$ cat src/rtl/stb_pkg.sv
// ----------------------------------------------------------------------------
// stb_pkg: shared types and constants for the software timer bank
// Operation and result codes, field widths and the controller/datapath
// command and status bundles.
// ----------------------------------------------------------------------------
package stb_pkg;

    localparam int OP_W      = 2;
    localparam int KIND_W    = 3;
    localparam int SLOT_W    = 3;
    localparam int TIME_W    = 32;
    localparam int PER_MS_W  = 22;
    localparam int TIDX_W    = 3;
    // wide enough to hold any slot index or count up to 32 slots
    localparam int CNT_W     = 6;
    // fire counter for one pump
    localparam int RES_W     = 3;
    localparam int MAX_RESULTS = 6;
    localparam int US_PER_MS = 1000;

    // operation codes
    localparam logic [OP_W-1:0] OP_START = 2'd0;
    localparam logic [OP_W-1:0] OP_STOP  = 2'd1;
    localparam logic [OP_W-1:0] OP_PUMP  = 2'd2;

    // result kinds
    localparam logic [KIND_W-1:0] KIND_STARTED     = 3'd0;
    localparam logic [KIND_W-1:0] KIND_NO_SLOT     = 3'd1;
    localparam logic [KIND_W-1:0] KIND_ZERO_PERIOD = 3'd2;
    localparam logic [KIND_W-1:0] KIND_STOPPED     = 3'd3;
    localparam logic [KIND_W-1:0] KIND_FIRED       = 3'd4;
    localparam logic [KIND_W-1:0] KIND_NONE_DUE    = 3'd5;

    // controller -> datapath
    typedef struct packed {
        logic              load;       // capture the input beat
        logic              mul;        // period in ms * 1000
        logic              start_wr;   // claim lowest free slot
        logic              stop_wr;    // free the addressed slot
        logic              scan_clr;   // restart the due scan
        logic              scan_step;  // check one slot for due
        logic              fire_add;   // deadline + period
        logic              fire_wr;    // commit the fire update
        logic              emit;       // load the result register
        logic [KIND_W-1:0] kind;
        logic              last;
    } stb_cmd_t;

    // datapath -> controller
    typedef struct packed {
        logic [OP_W-1:0] op;
        logic            zero_period;
        logic            free_found;
        logic            scan_last;
        logic            due_any;
        logic            due_more;
        logic            out_free;
    } stb_status_t;

endpackage

$ cat src/rtl/software_timer_bank.sv
// ----------------------------------------------------------------------------
// software_timer_bank: bank of one-shot / repeating microsecond timers
// Top level joining the sequencing controller and the slot datapath.
// ----------------------------------------------------------------------------
// Usage:
//   Input channel (in_valid/in_ready) takes one command beat: start, stop or
//   pump, each carrying the current 32-bit microsecond time in now_us.
//   Output channel (out_valid/out_ready) returns result beats; last marks
//   the final beat of a command. Start and stop give one beat, a pump gives
//   one beat per fired slot (up to six) or a single nothing-due beat.
//   Commands are handled one at a time. When the result register is loaded,
//   the beat is offered from the next cycle. A pump scans every slot
//   through one compare unit, one slot per cycle, then handles each fired
//   slot with an add step and a write step that loads its beat.
//   The input is ready again in the cycle after the last beat is loaded
//   into the output register, even while that beat is not yet taken.
//   Reset clears all slots to free, the active count to zero and drops
//   out_valid. A stalled receiver holds the result register and the
//   sequence waits; no beat is dropped.
// ----------------------------------------------------------------------------
module software_timer_bank #(
    parameter int NUM_TIMERS = 6
) (
    input  logic                           clk,
    input  logic                           rst_n,
    input  logic                           in_valid,
    output logic                           in_ready,
    input  logic [stb_pkg::OP_W-1:0]       operation,
    input  logic [stb_pkg::TIME_W-1:0]     now_us,
    input  logic [stb_pkg::PER_MS_W-1:0]   timer_period,
    input  logic                           repeat_req,
    input  logic [stb_pkg::TIDX_W-1:0]     timer_index,
    output logic                           out_valid,
    input  logic                           out_ready,
    output logic [stb_pkg::KIND_W-1:0]     kind,
    output logic [stb_pkg::SLOT_W-1:0]     slot,
    output logic [stb_pkg::SLOT_W-1:0]     active_count,
    output logic                           last
);

    stb_pkg::stb_cmd_t    cmd;
    stb_pkg::stb_status_t status;

    stb_ctrl u_ctrl (
        .clk      (clk),
        .rst_n    (rst_n),
        .in_valid (in_valid),
        .in_ready (in_ready),
        .status   (status),
        .cmd      (cmd)
    );

    stb_datapath #(
        .NUM_TIMERS (NUM_TIMERS)
    ) u_datapath (
        .clk          (clk),
        .rst_n        (rst_n),
        .cmd          (cmd),
        .status       (status),
        .operation    (operation),
        .now_us       (now_us),
        .timer_period (timer_period),
        .repeat_req   (repeat_req),
        .timer_index  (timer_index),
        .out_valid    (out_valid),
        .out_ready    (out_ready),
        .kind         (kind),
        .slot         (slot),
        .active_count (active_count),
        .last         (last)
    );

endmodule

$ cat src/rtl/stb_datapath.sv
// ----------------------------------------------------------------------------
// stb_datapath: slot storage, arithmetic and result register
// Holds per-slot state, does one compare-and-update per cycle under
// controller command, and drives the output beat.
// ----------------------------------------------------------------------------
module stb_datapath #(
    parameter int NUM_TIMERS = 6
) (
    input  logic                           clk,
    input  logic                           rst_n,
    input  stb_pkg::stb_cmd_t              cmd,
    output stb_pkg::stb_status_t           status,
    input  logic [stb_pkg::OP_W-1:0]       operation,
    input  logic [stb_pkg::TIME_W-1:0]     now_us,
    input  logic [stb_pkg::PER_MS_W-1:0]   timer_period,
    input  logic                           repeat_req,
    input  logic [stb_pkg::TIDX_W-1:0]     timer_index,
    output logic                           out_valid,
    input  logic                           out_ready,
    output logic [stb_pkg::KIND_W-1:0]     kind,
    output logic [stb_pkg::SLOT_W-1:0]     slot,
    output logic [stb_pkg::SLOT_W-1:0]     active_count,
    output logic                           last
);

    localparam int IW = (NUM_TIMERS > 1) ? $clog2(NUM_TIMERS) : 1;
    localparam int TW = stb_pkg::TIME_W;
    localparam int CW = stb_pkg::CNT_W;

    // captured input beat
    logic [stb_pkg::OP_W-1:0]     op_reg;
    logic [TW-1:0]                now_reg;
    logic [stb_pkg::PER_MS_W-1:0] per_ms_reg;
    logic                         rep_req_reg;
    logic [stb_pkg::TIDX_W-1:0]   tidx_reg;

    // slot state
    logic [NUM_TIMERS-1:0] used_reg;
    logic [NUM_TIMERS-1:0] slot_rep_reg;
    logic [TW-1:0]         period_reg   [NUM_TIMERS];
    logic [TW-1:0]         deadline_reg [NUM_TIMERS];

    // scan and fire working registers
    logic [NUM_TIMERS-1:0] due_reg;
    logic [IW-1:0]         scan_idx_reg;
    logic [TW-1:0]         per_us_reg;
    logic [TW-1:0]         nd_reg;
    logic [CW-1:0]         cnt_reg;
    logic [CW-1:0]         cnt_next;

    // result register
    logic                           out_valid_reg;
    logic [stb_pkg::KIND_W-1:0]     kind_reg;
    logic [stb_pkg::SLOT_W-1:0]     slot_reg;
    logic [stb_pkg::SLOT_W-1:0]     act_reg;
    logic                           last_reg;

    logic [IW-1:0]         free_idx;
    logic                  free_found;
    logic [IW-1:0]         fire_idx;
    logic [IW-1:0]         rd_idx;
    logic [TW-1:0]         dl_rd;
    logic [TW-1:0]         per_rd;
    logic [TW-1:0]         due_diff;
    logic [TW-1:0]         catch_diff;
    logic [TW-1:0]         fire_dl;
    logic [CW-1:0]         tidx_ext;
    logic [IW-1:0]         stop_idx;
    logic                  stop_hit;
    logic                  stop_dec;
    logic [CW-1:0]         free_ext;
    logic [CW-1:0]         fire_ext;
    logic [stb_pkg::SLOT_W-1:0] slot_sel;
    logic                  out_free;

    // lowest free slot
    always_comb
    begin
        free_idx   = '0;
        free_found = 1'b0;
        for (int i = NUM_TIMERS - 1; i >= 0; i--)
        begin
            if (!used_reg[i])
            begin
                free_idx   = IW'(i);
                free_found = 1'b1;
            end
        end
    end

    // lowest pending due slot
    always_comb
    begin
        fire_idx = '0;
        for (int i = NUM_TIMERS - 1; i >= 0; i--)
        begin
            if (due_reg[i])
            begin
                fire_idx = IW'(i);
            end
        end
    end

    // slot reads: one deadline port, one period port
    assign rd_idx     = cmd.scan_step ? scan_idx_reg : fire_idx;
    assign dl_rd      = deadline_reg[rd_idx];
    assign per_rd     = period_reg[fire_idx];
    assign due_diff   = now_reg - dl_rd;
    assign catch_diff = now_reg - nd_reg;
    // still overdue after one period: restart from now
    assign fire_dl    = catch_diff[TW-1] ? nd_reg : (now_reg + per_rd);

    // stop target
    assign tidx_ext = CW'(tidx_reg);
    assign stop_hit = tidx_ext < CW'(NUM_TIMERS);
    assign stop_idx = tidx_ext[IW-1:0];
    assign stop_dec = stop_hit && used_reg[stop_idx];

    // active count after this beat
    always_comb
    begin
        cnt_next = cnt_reg;
        if (cmd.start_wr)
        begin
            cnt_next = cnt_reg + 1'b1;
        end
        if (cmd.stop_wr && stop_dec)
        begin
            cnt_next = cnt_reg - 1'b1;
        end
        if (cmd.fire_wr && !slot_rep_reg[fire_idx])
        begin
            cnt_next = cnt_reg - 1'b1;
        end
    end

    // slot field of the result
    assign free_ext = CW'(free_idx);
    assign fire_ext = CW'(fire_idx);
    always_comb
    begin
        if (cmd.kind == stb_pkg::KIND_STARTED)
        begin
            slot_sel = free_ext[stb_pkg::SLOT_W-1:0];
        end
        else if (cmd.kind == stb_pkg::KIND_FIRED)
        begin
            slot_sel = fire_ext[stb_pkg::SLOT_W-1:0];
        end
        else
        begin
            slot_sel = '0;
        end
    end

    assign out_free = !out_valid_reg || out_ready;

    // control state
    always_ff @(posedge clk or negedge rst_n)
    begin
        if (!rst_n)
        begin
            used_reg      <= '0;
            slot_rep_reg  <= '0;
            due_reg       <= '0;
            scan_idx_reg  <= '0;
            cnt_reg       <= '0;
            out_valid_reg <= 1'b0;
        end
        else
        begin
            cnt_reg <= cnt_next;
            if (cmd.start_wr)
            begin
                used_reg[free_idx]     <= 1'b1;
                slot_rep_reg[free_idx] <= rep_req_reg;
            end
            if (cmd.stop_wr && stop_hit)
            begin
                used_reg[stop_idx] <= 1'b0;
            end
            if (cmd.scan_clr)
            begin
                due_reg      <= '0;
                scan_idx_reg <= '0;
            end
            if (cmd.scan_step)
            begin
                due_reg[scan_idx_reg] <= used_reg[scan_idx_reg] && !due_diff[TW-1];
                scan_idx_reg          <= scan_idx_reg + 1'b1;
            end
            if (cmd.fire_wr)
            begin
                due_reg[fire_idx] <= 1'b0;
                if (!slot_rep_reg[fire_idx])
                begin
                    used_reg[fire_idx] <= 1'b0;
                end
            end
            if (cmd.emit)
            begin
                out_valid_reg <= 1'b1;
            end
            else if (out_ready)
            begin
                out_valid_reg <= 1'b0;
            end
        end
    end

    // payload registers
    always_ff @(posedge clk)
    begin
        if (cmd.load)
        begin
            op_reg      <= operation;
            now_reg     <= now_us;
            per_ms_reg  <= timer_period;
            rep_req_reg <= repeat_req;
            tidx_reg    <= timer_index;
        end
        if (cmd.mul)
        begin
            per_us_reg <= TW'(per_ms_reg) * TW'(stb_pkg::US_PER_MS);
        end
        if (cmd.start_wr)
        begin
            period_reg[free_idx]   <= per_us_reg;
            deadline_reg[free_idx] <= now_reg + per_us_reg;
        end
        if (cmd.fire_add)
        begin
            nd_reg <= dl_rd + per_rd;
        end
        if (cmd.fire_wr)
        begin
            deadline_reg[fire_idx] <= fire_dl;
        end
        if (cmd.emit)
        begin
            kind_reg <= cmd.kind;
            slot_reg <= slot_sel;
            act_reg  <= cnt_next[stb_pkg::SLOT_W-1:0];
            last_reg <= cmd.last;
        end
    end

    // status to the controller
    assign status.op          = op_reg;
    assign status.zero_period = (per_ms_reg == '0);
    assign status.free_found  = free_found;
    assign status.scan_last   = (scan_idx_reg == IW'(NUM_TIMERS - 1));
    assign status.due_any     = |due_reg;
    assign status.due_more    = |(due_reg & (due_reg - 1'b1));
    assign status.out_free    = out_free;

    assign out_valid    = out_valid_reg;
    assign kind         = kind_reg;
    assign slot         = slot_reg;
    assign active_count = act_reg;
    assign last         = last_reg;

endmodule

$ cat src/rtl/stb_ctrl.sv
// ----------------------------------------------------------------------------
// stb_ctrl: sequencing state machine for the software timer bank
// Decodes the captured operation and steps the datapath through start,
// stop and the slot-by-slot pump scan.
// ----------------------------------------------------------------------------
module stb_ctrl (
    input  logic                  clk,
    input  logic                  rst_n,
    input  logic                  in_valid,
    output logic                  in_ready,
    input  stb_pkg::stb_status_t  status,
    output stb_pkg::stb_cmd_t     cmd
);

    typedef enum logic [3:0] {
        S_IDLE,
        S_DISPATCH,
        S_ZERO,
        S_START_MUL,
        S_START_WR,
        S_STOP,
        S_SCAN,
        S_PICK,
        S_NONE,
        S_FIRE_ADD,
        S_FIRE_WR
    } state_t;

    state_t                      state_reg;
    state_t                      state_next;
    logic [stb_pkg::RES_W-1:0]   k_reg;
    logic [stb_pkg::RES_W-1:0]   k_next;
    logic                        fire_last;

    assign in_ready  = (state_reg == S_IDLE);
    assign fire_last = !status.due_more ||
                       (k_reg == stb_pkg::RES_W'(stb_pkg::MAX_RESULTS - 1));

    // next state and commands
    always_comb
    begin
        state_next = state_reg;
        k_next     = k_reg;
        cmd        = '0;
        unique case (state_reg)
            S_IDLE:
            begin
                if (in_valid)
                begin
                    cmd.load   = 1'b1;
                    state_next = S_DISPATCH;
                end
            end
            S_DISPATCH:
            begin
                if (status.op == stb_pkg::OP_START)
                begin
                    state_next = status.zero_period ? S_ZERO : S_START_MUL;
                end
                else if (status.op == stb_pkg::OP_STOP)
                begin
                    state_next = S_STOP;
                end
                else if (status.op == stb_pkg::OP_PUMP)
                begin
                    cmd.scan_clr = 1'b1;
                    state_next   = S_SCAN;
                end
                else
                begin
                    state_next = S_IDLE;
                end
            end
            S_ZERO:
            begin
                cmd.kind = stb_pkg::KIND_ZERO_PERIOD;
                cmd.last = 1'b1;
                if (status.out_free)
                begin
                    cmd.emit   = 1'b1;
                    state_next = S_IDLE;
                end
            end
            S_START_MUL:
            begin
                cmd.mul    = 1'b1;
                state_next = S_START_WR;
            end
            S_START_WR:
            begin
                cmd.kind = status.free_found ? stb_pkg::KIND_STARTED
                                             : stb_pkg::KIND_NO_SLOT;
                cmd.last = 1'b1;
                if (status.out_free)
                begin
                    cmd.emit     = 1'b1;
                    cmd.start_wr = status.free_found;
                    state_next   = S_IDLE;
                end
            end
            S_STOP:
            begin
                cmd.kind = stb_pkg::KIND_STOPPED;
                cmd.last = 1'b1;
                if (status.out_free)
                begin
                    cmd.emit    = 1'b1;
                    cmd.stop_wr = 1'b1;
                    state_next  = S_IDLE;
                end
            end
            S_SCAN:
            begin
                cmd.scan_step = 1'b1;
                if (status.scan_last)
                begin
                    state_next = S_PICK;
                end
            end
            S_PICK:
            begin
                k_next     = '0;
                state_next = status.due_any ? S_FIRE_ADD : S_NONE;
            end
            S_NONE:
            begin
                cmd.kind = stb_pkg::KIND_NONE_DUE;
                cmd.last = 1'b1;
                if (status.out_free)
                begin
                    cmd.emit   = 1'b1;
                    state_next = S_IDLE;
                end
            end
            S_FIRE_ADD:
            begin
                cmd.fire_add = 1'b1;
                state_next   = S_FIRE_WR;
            end
            S_FIRE_WR:
            begin
                cmd.kind = stb_pkg::KIND_FIRED;
                cmd.last = fire_last;
                if (status.out_free)
                begin
                    cmd.emit    = 1'b1;
                    cmd.fire_wr = 1'b1;
                    k_next      = k_reg + 1'b1;
                    state_next  = fire_last ? S_IDLE : S_FIRE_ADD;
                end
            end
            default:
            begin
                state_next = S_IDLE;
            end
        endcase
    end

    // state and fire count
    always_ff @(posedge clk or negedge rst_n)
    begin
        if (!rst_n)
        begin
            state_reg <= S_IDLE;
            k_reg     <= '0;
        end
        else
        begin
            state_reg <= state_next;
            k_reg     <= k_next;
        end
    end

endmodule

$ cat config.mk
export PLATFORM = sky130hd
export DESIGN_NAME = software_timer_bank
export DESIGN_NICKNAME = d
export VERILOG_FILES = /design/src/rtl/stb_pkg.sv /design/src/rtl/software_timer_bank.sv /design/src/rtl/stb_datapath.sv /design/src/rtl/stb_ctrl.sv
export SDC_FILE = /design/constraint.sdc
export NUM_CORES = 1
export LEC_CHECK = 0
export BUFFER_PORTS_ARGS = -buffer_cell sky130_fd_sc_hd__buf_2
export CORE_UTILIZATION = 30
export CTS_BUF_LIST = sky130_fd_sc_hd__clkbuf_16
export DETAILED_ROUTE_END_ITERATION = 10
export GPL_ROUTABILITY_DRIVEN = 0
export PLACE_DENSITY = 0.52
export RECOVER_POWER = 50
export SLEW_MARGIN = 25
export SYNTH_ARGS = -nofsm -noshare
export SYNTH_HDL_FRONTEND = slang
export SYNTH_HIERARCHICAL = 1
export SYNTH_SLANG_ARGS = --single-unit
export TNS_END_PERCENT = 30
$ cat constraint.sdc
create_clock -name clk -period 5 [get_ports clk]
set_input_delay 1 -clock clk [delete_from_list [all_inputs] [get_ports clk]]
set_output_delay 1 -clock clk [all_outputs]
set_load 0.1 [all_outputs]
==> impl_results.md <==
* Core footprint at 0.104 mm^2
* Post-DP Area at 0.0352 mm^2
* Multi-input logic area at 0.0149 mm^2
* Antenna viol nets, final at 0
* DRC Markers at 0
* Crit path required time at 5.37 ns
* Max FFs per register at about 190
* Post-synth EDFFs at 497
* Slowest CP cell: fa_1
* Critical Path End: u_datapath/per_us_reg[25]
* I/O pin cnt at between 70 and 80
* # setup viols final at 0
* Prevailing post-synth register cell: edfxtp_1
* Mean post-synth cell area at 11.5 um^2
* Crit. End Element: flop
* Avg Vias per Cell at 4.90
* Reg2Reg Launch Point: u_datapath/per_ms_reg[0]
* Die width at 326 um
* Worst r2r path cells at 17
* H-tree depth at 2
* CTS clock-pin slew for the worst setup and hold paths at 0.06 ns
* YS warnings at 6
* Worst Path Arrival at 5.22 ns
* Clock root cell: clkbuf_16
* Hold WC Path Type: reg -> reg
* Nets at 3402
* Worst-path cell chain: fa_1 > inv_1 > fa_1 > fa_1 > inv_1 > fa_1 > ha_1 > nand2_1 > o211ai_1 > nor4b_4 > o31ai_2 > a211oi_2 > buf_4 > o21ai_0 > nand2_1 > a41oi_2 > xnor2_1
* Max Root-Sink Buffers at 3
* Crit path depth at 17
* Initial antenna violation count at 1
* Fmax at ~210 MHz
* #FFs+latches synth at ~530
* Critical Path Source Type: flop
* Setup WS post-layout at approximately 0.15 ns
* Final worst path period share at 0.971
* Synth Cell Area at about 0.032 mm^2
* DRT Pass-1 Iters at 7
* Area Growth Syn to Fin at 18.9%
* Number of fill cells at 10.2k
* Core Util, Final at 0.361
* Die ar. at 0.106 mm^2
* Worst-Margin Slew at about 3.3 ns
* Cell mode on critical path: fa_1
* Crit-path leading delay family: adder cells
* Post-synth cell types at 85
* WS Path Type: reg -> reg
* Cells after synthesis at 2746
* Final setup skew at 0.0222 ns
* Clk_lat worst skew at 0.63 ns
* RR Endpoint: u_datapath/per_us_reg[25]
* Hold_ws at 0.487 ns
* FF+latch area at about 0.016 mm^2
* Largest net degree at the start of global routing at 61
* Clock sinks at 529
* Fin. Hold Viols at 0
* Net Count, Synth at 3120
* Cts bufs inserted at 61
* Iteration-0 DRC Markers at around 1.4k
* Reg-to-reg setup timing slack at 0.15 ns
* Failing checks: capacitance limit, slew limit
* Slew Limit Fails at 127
* Post-synth ARST share at 0.0605
* All-Layer GR Usage at 0.156
* Post-route design area at 0.0375 mm^2
* Vias in the first global route at 21.7k
* CP Max Fanout at 3
* Routed wire length at 83.5 mm
* Max-cap violations at 3
* Status: complete, but fails checks
* CP max stage delay at just under 0.6 ns
* CTS tree: yes
* Buf/Inv on CP at 3
* Vias at roughly 22k
* # rows at around 120
* Worst slack, placed at -0.207 ns
* Routed WL per cell at 18.8 um
* Sequential fraction of the synthesis area at 0.499
* DP Wirelength at around 64 mm
* Tmin final at 4.85 ns
* Crit path from: u_datapath/per_ms_reg[0]
* Die Y at approximately 330 um
* Share of cells above drive strength 1 at 0.173
* Global-route wire length before repair at 128 mm
* RSZ-0062 raised after global routing: yes
* Initial core utilization at 0.304
* Relative slew margins at -1.21
* IO buf count at 75
* Global route overflow at 0
## worst min path at each step
stage	depth (start not counted)	startpoint	slack, ns	end
after global routing	1	timer_period[14]	0.51	u_datapath/per_ms_reg[14]
final	1	u_datapath/cnt_reg[2]	0.49	u_datapath/cnt_reg[2]
after floorplan	1	u_datapath/cnt_reg[2]	0.44	u_datapath/cnt_reg[2]
after global placement	1	u_datapath/cnt_reg[2]	0.47	u_datapath/cnt_reg[2]
after detailed placement	1	u_datapath/cnt_reg[2]	0.48	u_datapath/cnt_reg[2]
after CTS	1	rst_n	0.47	u_datapath/scan_idx_reg[1]
## what timing repair did
item / in CTS / in global routing
pin swaps: 0 / 12
hold buffers: 0 / 0
resized for setup: 6 / 48
setup buffers: 0 / 8
endpoints found under the setup margin: 8 / 78
## metrics by stage
step,cells,setup TNS (ns)
after floorplan,2746,-0.0797
after global placement,4337,-0.378
after detailed placement,4337,-0.512
after CTS,4446,-0.0285
after global routing,4454,-0.270
final,4455,0
## cell usage after synthesis, types with 43 or more instances
cell,count,area (um^2)
a31oi_1,43,269
inv_1,223,837
nand3_1,64,320
nand2_1,317,1190
clkbuf_1,73,274
fa_1,81,1620
edfxtp_1,497,14900
a21oi_1,131,656
o21ai_0,183,916
a21o_1,76,571
nor2_1,153,574
mux2i_1,105,1050
ha_1,229,2870
xnor2_1,65,569
## kinds of logic (layout without fill, tap and decap cells)
logic type	Yosys count	after routing	share of synthesized area
other	0	1	0
buffers and inverters	319	647	0.0389
AOI/OAI and AO/OA	625	625	0.127
adders and majority gates	310	310	0.142
muxes	166	166	0.0662
DFF	529	529	0.499
and+or+nand+nor	692	692	0.0981
xor gates and xnor gates	105	105	0.0292
## layer usage
metal / GRT usage / up-vias / share of wire
li1: - / 10600 / -
met2: 0.253 / 463 / 0.46
met3: 0.0194 / 106 / 0.050
met4: 0.0434 / 0 / 0.027
met1: 0.218 / 10600 / 0.47
met5: 0 / - / 0
## cell usage in the layout, fill, tap and decap left out, types with 64 or more instances in the layout
master    netlist  final
inv_1         223    232
fa_1           81     81
mux2i_1       105    105
nor2_1        153    143
o21ai_0       183    175
xnor2_1        65     64
nand2_1       317    314
a21o_1         76     76
nand3_1        64     64
buf_2          12     67
edfxtp_1      497    497
ha_1          229    229
a21oi_1       131    123
buf_4           2    219
## final cells by class
type	instances	share of cell area
tap	1380	0.0460
inverter	224	0.0224
sequential	529	0.419
multi-input combinational	1898	0.397
timing repair buffer	314	0.0605
clock inverter	48	0.0138
clock buffer	61	0.0407
antenna	1	0.0000667
Power is not shown: default switching activity piles up to over one toggle a cycle in this logic, so the estimate is an artifact.
